### config.mk
export PLATFORM = sky130hd
export DESIGN_NAME = frequency_ranked_key_table
export DESIGN_NICKNAME = d
export VERILOG_FILES = /design/src/hdl/frk_pkg.sv /design/src/hdl/frk_cell.sv /design/src/hdl/frequency_ranked_key_table.sv
export SDC_FILE = /design/constraint.sdc
export NUM_CORES = 2
export LEC_CHECK = 0
export BUFFER_PORTS_ARGS = -buffer_cell sky130_fd_sc_hd__clkbuf_2
export CAP_MARGIN = 20
export CORE_MARGIN = 4
export CORE_UTILIZATION = 44
export DETAILED_ROUTE_END_ITERATION = 7
export SLEW_MARGIN = 20
export SYNTH_ARGS = -nofsm -noshare
export SYNTH_HDL_FRONTEND = slang
export SYNTH_SLANG_ARGS = --single-unit
### constraint.sdc
create_clock -name clk -period 6.4 [get_ports clk]
set_input_delay 0.32 -clock clk [delete_from_list [all_inputs] [get_ports clk]]
set_output_delay 0.32 -clock clk [all_outputs]
set_load 0.05 [all_outputs]
### src/hdl/frk_pkg.sv
package frk_pkg;

  localparam int KEY_BITS   = 32;
  localparam int COUNT_BITS = 16;
  localparam int RANK_BITS  = 5;

  typedef enum logic [1:0] {
    CMD_INC   = 2'd0,
    CMD_CLR   = 2'd1,
    CMD_QUERY = 2'd2
  } cmd_t;

  typedef struct packed {
    cmd_t                  cmd;
    logic [KEY_BITS-1:0]   content_key;
  } in_item_t;

  typedef struct packed {
    logic [RANK_BITS-1:0]  rank;
    logic [COUNT_BITS-1:0] hit_count;
    logic                  dropped;
  } out_item_t;

  typedef struct packed {
    logic [KEY_BITS-1:0]   key;
    logic [COUNT_BITS-1:0] count;
  } entry_t;

  // per-cycle control broadcast to every cell
  typedef struct packed {
    logic                upd;
    logic                sort;
    logic                odd;
    logic                ins;
    cmd_t                cmd;
    logic [KEY_BITS-1:0] key;
  } cell_ctl_t;

endpackage

### src/hdl/frk_cell.sv
module frk_cell #(
  parameter int TABLE_DEPTH = 16,
  parameter int IDX         = 0
) (
  input  logic                               clk,
  input  frk_pkg::cell_ctl_t                 ctl,
  input  logic [$clog2(TABLE_DEPTH+1)-1:0]   occ,
  input  frk_pkg::entry_t                    left,
  input  frk_pkg::entry_t                    right,
  output frk_pkg::entry_t                    ent,
  output logic                               match
);

  localparam int  OW     = $clog2(TABLE_DEPTH + 1);
  localparam bit  IS_ODD = (IDX % 2) == 1;

  frk_pkg::entry_t ent_next;
  logic            in_use;
  logic            right_use;
  logic            take_right;
  logic            take_left;

  assign in_use    = OW'(IDX) < occ;
  assign right_use = OW'(IDX + 1) < occ;
  assign match     = in_use && (ent.key == ctl.key);

  // odd-even transposition: swap only on strictly smaller left count (stable)
  assign take_right = (IS_ODD == ctl.odd) && right_use && (ent.count < right.count);
  assign take_left  = (IS_ODD != ctl.odd) && (IDX > 0) && in_use &&
                      (left.count < ent.count);

  always_comb begin
    ent_next = ent;
    if (ctl.sort) begin
      if (take_right) begin
        ent_next = right;
      end else if (take_left) begin
        ent_next = left;
      end
    end else if (ctl.upd) begin
      case (ctl.cmd)
        frk_pkg::CMD_INC: begin
          if (match) begin
            if (ent.count != '1) begin
              ent_next.count = ent.count + frk_pkg::COUNT_BITS'(1);
            end
          end else if (ctl.ins && (occ == OW'(IDX))) begin
            ent_next.key   = ctl.key;
            ent_next.count = frk_pkg::COUNT_BITS'(1);
          end
        end
        frk_pkg::CMD_CLR: begin
          if (match) begin
            ent_next.count = '0;
          end
        end
        default: begin
          ent_next = ent;
        end
      endcase
    end
  end

  always_ff @(posedge clk) begin
    ent <= ent_next;
  end

endmodule

### src/hdl/frequency_ranked_key_table.sv
// Channel  | Signals                   | Beat
// req      | req_valid, req_stall, req | one command and content key
// rsp      | rsp_valid, rsp_stall, rsp | rank, hit count, dropped flag
//
// Increment: rsp_valid rises after an update step, TABLE_DEPTH odd-even sort
// rounds along the cell row and a lookup step. Reset count and query skip the
// sort rounds. One item at a time; the next req beat is taken the cycle after
// the result is loaded, even while rsp is stalled.
// Reset empties the table (occupancy to zero); entries need no clearing.
// A stalled rsp holds the finished result and the table waits in lookup.
module frequency_ranked_key_table #(
  parameter int TABLE_DEPTH = 16
) (
  input  logic                clk,
  input  logic                rst,
  input  logic                req_valid,
  output logic                req_stall,
  input  frk_pkg::in_item_t   req,
  output logic                rsp_valid,
  input  logic                rsp_stall,
  output frk_pkg::out_item_t  rsp
);

  localparam int IW = $clog2(TABLE_DEPTH);
  localparam int OW = $clog2(TABLE_DEPTH + 1);

  typedef enum logic [3:0] {
    ST_IDLE = 4'b0001,
    ST_UPD  = 4'b0010,
    ST_SORT = 4'b0100,
    ST_FIND = 4'b1000
  } state_t;

  state_t                      state;
  state_t                      state_next;
  frk_pkg::cmd_t               cmd;
  logic [frk_pkg::KEY_BITS-1:0] key;
  logic [OW-1:0]               occ;
  logic [IW-1:0]               sort_cnt;
  logic                        drop;

  frk_pkg::cell_ctl_t          ctl;
  frk_pkg::entry_t             ent   [TABLE_DEPTH];
  logic [TABLE_DEPTH-1:0]      match;
  logic                        hit;
  logic                        ins;
  logic [IW-1:0]               pos;
  logic [frk_pkg::COUNT_BITS-1:0] cnt_sel;
  logic [IW:0]                 pos_p1;
  logic                        req_take;
  logic                        rsp_free;

  assign req_stall = (state != ST_IDLE);
  assign req_take  = req_valid && !req_stall;
  assign rsp_free  = !rsp_valid || !rsp_stall;

  assign hit = |match;
  assign ins = (state == ST_UPD) && (cmd == frk_pkg::CMD_INC) && !hit &&
               (occ != OW'(TABLE_DEPTH));

  assign ctl.upd  = (state == ST_UPD);
  assign ctl.sort = (state == ST_SORT);
  assign ctl.odd  = sort_cnt[0];
  assign ctl.ins  = ins;
  assign ctl.cmd  = cmd;
  assign ctl.key  = key;

  for (genvar g = 0; g < TABLE_DEPTH; g++) begin : g_cell
    frk_pkg::entry_t lft;
    frk_pkg::entry_t rgt;
    if (g == 0) begin : g_first
      assign lft = '0;
    end else begin : g_mid_l
      assign lft = ent[g-1];
    end
    if (g == TABLE_DEPTH - 1) begin : g_last
      assign rgt = '0;
    end else begin : g_mid_r
      assign rgt = ent[g+1];
    end
    frk_cell #(
      .TABLE_DEPTH (TABLE_DEPTH),
      .IDX         (g)
    ) u_cell (
      .clk   (clk),
      .ctl   (ctl),
      .occ   (occ),
      .left  (lft),
      .right (rgt),
      .ent   (ent[g]),
      .match (match[g])
    );
  end

  // keys are unique, so at most one match: OR the position and count
  always_comb begin
    pos     = '0;
    cnt_sel = '0;
    for (int i = 0; i < TABLE_DEPTH; i++) begin
      if (match[i]) begin
        pos     = pos | IW'(i);
        cnt_sel = cnt_sel | ent[i].count;
      end
    end
  end

  assign pos_p1 = {1'b0, pos} + (IW+1)'(1);

  always_comb begin
    state_next = state;
    case (state)
      ST_IDLE: begin
        if (req_take) begin
          state_next = ST_UPD;
        end
      end
      ST_UPD: begin
        state_next = (cmd == frk_pkg::CMD_INC) ? ST_SORT : ST_FIND;
      end
      ST_SORT: begin
        if (sort_cnt == IW'(TABLE_DEPTH - 1)) begin
          state_next = ST_FIND;
        end
      end
      ST_FIND: begin
        if (rsp_free) begin
          state_next = ST_IDLE;
        end
      end
      default: begin
        state_next = ST_IDLE;
      end
    endcase
  end

  always_ff @(posedge clk) begin
    if (rst) begin
      state     <= ST_IDLE;
      occ       <= '0;
      rsp_valid <= 1'b0;
      sort_cnt  <= '0;
    end else begin
      state <= state_next;
      if (ins) begin
        occ <= occ + OW'(1);
      end
      if (state == ST_UPD) begin
        sort_cnt <= '0;
      end else if (state == ST_SORT) begin
        sort_cnt <= sort_cnt + IW'(1);
      end
      if (state == ST_FIND && rsp_free) begin
        rsp_valid <= 1'b1;
      end else if (!rsp_stall) begin
        rsp_valid <= 1'b0;
      end
    end
  end

  always_ff @(posedge clk) begin
    if (req_take) begin
      cmd <= req.cmd;
      key <= req.content_key;
    end
    if (state == ST_UPD) begin
      drop <= (cmd == frk_pkg::CMD_INC) && !hit && (occ == OW'(TABLE_DEPTH));
    end
    if (state == ST_FIND && rsp_free) begin
      rsp.rank      <= hit ? frk_pkg::RANK_BITS'(pos_p1) : '0;
      rsp.hit_count <= hit ? cnt_sel : '0;
      rsp.dropped   <= drop;
    end
  end

`ifndef SYNTHESIS
  a_occ_bound: assert property (@(posedge clk) disable iff (rst)
    occ <= OW'(TABLE_DEPTH))
    else $error("occupancy above table depth");

  a_occ_step: assert property (@(posedge clk) disable iff (rst)
    1'b1 |=> (occ == $past(occ)) || (occ == $past(occ) + OW'(1)))
    else $error("occupancy moved by more than one entry");

  a_key_unique: assert property (@(posedge clk) disable iff (rst)
    (state == ST_FIND) |-> $onehot0(match))
    else $error("key held by more than one entry");

  a_drop_empty: assert property (@(posedge clk) disable iff (rst)
    (rsp_valid && rsp.dropped) |-> (rsp.rank == '0) && (rsp.hit_count == '0))
    else $error("dropped beat carries a rank or count");
`endif

endmodule
==> impl_metrics.json <==
{
  "timing.final.hold_violations": 0,
  "clkSlewWorstSetupHoldPaths_ps": 70,
  "static-leakage-power_nw": 22.9,
  "finalClockSkew_ps": 43.4,
  "wirelength_um": 245000,
  "wl_per_cell_um": 34.3,
  "ir_drop_mv": 0.227,
  "grt_usage_pct": 36.0,
  "synth.avg_cell_area_sq_um": 10.3,
  "worstPathMaxFanout": 32,
  "rsz0062_at_grt": "no",
  "yosysSeqAreaShare_pct": 44.7,
  "clkLatencyLatePin_ps": 760,
  "fin_crit_sh_pct": 89.6,
  "critPathKind": "reg -> reg",
  "fmax_mhz": 174,
  "yosysWarnings": 0,
  "dp.final_hpwl_um": 180000,
  "seqCellArea_sq_um": 25100,
  "port_buffers": 61,
  "whs_ps": 94.0,
  "via_count": 46502,
  "fin_cells": 7141,
  "clock_path_buffers": 3,
  "fin_crit_ps": 5730,
  "tns_ps": 0,
  "gp_congestion": 1.10,
  "via_per_inst": 6.51,
  "grt_pass1_wl_um": 343000,
  "clock-sinks": 839,
  "die_h_um": 365,
  "synth.most_common_cell": "edfxtp_1",
  "syn-num-nets": 5742,
  "power_density_nw_per_um2": 208,
  "ioPinCount": 62,
  "synth_cell_types": 75,
  "layout-drive-gt1-share_pct": 8.01,
  "grt_max_degree": 196,
  "numCtsBuffers": 100,
  "core_area_sq_um": 126000,
  "initial_core_util_pct": 44.5,
  "tightest_slew_ps": 1280,
  "dr.pass1.iters": 7,
  "cap_violations": 0,
  "die_area_sq_um": 133000,
  "remaining_drc_errors": 0,
  "cts-root-buf": "clkbuf_16",
  "synth.area.top_cells": "edfxtp_1, mux2i_1, xor2_1",
  "gr-total-overflow": 0,
  "maxSlewViolCount": 0,
  "rows": 130,
  "cp_data_required_time_ps": 6770,
  "worstHoldPathType": "in -> reg",
  "synthCells": 5458,
  "die_x_um": 365,
  "ys_seq_elements": 839,
  "async_flop_share_pct": 0,
  "multi_input_area_sq_um": 28600,
  "n_fill_cell": 11588,
  "synthTopCellsByCount": "edfxtp_1, mux2i_1, a21oi_1",
  "r2r_slack_ps": 670,
  "grt_pass1_vias": 43821,
  "nets": 5696,
  "slew_headroom_pct": 14.0,
  "cts_tree": "yes",
  "ant_nets": 0,
  "critPathCaptureType": "register",
  "startpoint_type": "register",
  "placed_cells": 6921,
  "cts_max_level": 3,
  "grt_antenna_before_repair": 5,
  "area_growth_pct": 10.1,
  "yosys.area.top_type": "edfxtp_1",
  "cp.arrival_ps": 6100,
  "drt-initial-drc-count": 6786,
  "synth_edf_count": 825,
  "synth-main-ff-cell": "edfxtp_1",
  "syn_area_sq_um": 56100,
  "synth_top_area_share_pct": 44.2,
  "setup_viol_count_final": 0,
  "outcome": "complete, no violations"
}
[power by group]
group	internal, mW	leakage (nW)	switching [mW]
Clock	3.28	1.57	2.58
Combinational	0.264	14.0	0.582
Sequential	6.06	7.31	0.104
Total	9.61	22.9	3.26
[path summary, 6_finish.rpt]
path	startpoint	endpoint	cells past startpoint
min reg2reg	drop$_DFFE_PN_	rsp[0]$_DFFE_PP_	0
min	rst	occ[3]$_SDFFE_PP0P_	2
max reg2reg	key[24]$_DFFE_PP_	g_cell[0].u_cell.ent[39]$_DFFE_PP_	11
max	key[24]$_DFFE_PP_	g_cell[0].u_cell.ent[39]$_DFFE_PP_	11
[flip-flops by register name, indices dropped and copies added (netlist names)]
name,flops
occ,5
key,32
state,4
drop,1
rsp,22
rsp_valid,1
g_cell.u_cell.ent,768
sort_cnt,4
cmd,2
[layout by cell type, fill, tap and decap left out, types with 13 or more instances in the layout]
master / n
o22ai_1: 228
nand4_1: 89
clkbuf_2: 61
nor2_1: 199
nand2_1: 493
nand3_1: 181
a22oi_1: 39
o21ai_0: 80
dlygate4sd3_1: 36
a21oi_1: 494
clkinv_1: 28
inv_1: 237
a221oi_1: 33
nand2b_1: 20
xor2_1: 490
nor2b_1: 20
a31oi_1: 105
a21o_1: 55
clkbuf_16: 100
nor3_1: 69
ha_1: 246
buf_4: 126
clkinv_2: 13
a22o_1: 25
edfxtp_1: 825
and3_1: 34
clkbuf_1: 15
buf_12: 13
xnor2_1: 252
mux2i_1: 503
nor4_1: 132
dfxtp_1: 14
[layout make-up]
cell class / instances / share of cell area [%]
Multi-Input combinational cell: 3994 / 46.3
Sequential cell: 839 / 40.6
Clock buffer: 118 / 4.21
Tap cell: 1650 / 3.34
Timing Repair Buffer: 237 / 3.06
Inverter: 240 / 1.46
Clock inverter: 62 / 1.03
Antenna cell: 1 / 0.00405
[per-stage QoR]
stage	utilization, %	power (mW)	setup slack, ps	area, sq um
global route	49.0	13.2	780	61700
global placement	46.1	7.07	838	58100
floorplan	-	6.73	1460	56100
detailed placement	46.1	7.08	900	58100
CTS	48.9	12.9	884	61700
finish	49.0	12.9	667	61700
[critical path, stage by stage, from the launching register on]
cell and delay, ps:
edfxtp_1 580, buf_4 300, xor2_1 800, nor4_1 270, nand3_1 220, nor4_4 70
nor4_2 660, nand4_2 490, nor2_2 730, nand4b_1 340, a21oi_4 220, buf_4 580
[metal layers]
metal / routed length [um] / vias up / global-route usage (%)
met2: 110000 / 2865 / 57.0
met4: 20600 / 2 / 24.1
met1: 93100 / 22901 / 45.3
met3: 21200 / 682 / 5.94
met5: 18 / - / 0
li1: - / 20052 / -
[what timing repair did]
action	CTS	global route
resized for setup	0	0
hold buffers	36	0
endpoints found under the hold margin	37	0
setup buffers	0	0
[cells by family after synthesis]
group	after synthesis	synth area share, %
xor+xnor	742	11.6
fa+ha+maj	246	5.49
flops	839	44.7
simple gates	1339	11.5
compound gates	1163	12.5
buf+inv	625	5.24
mux	504	9.00
(Power assumes the default switching activity.)
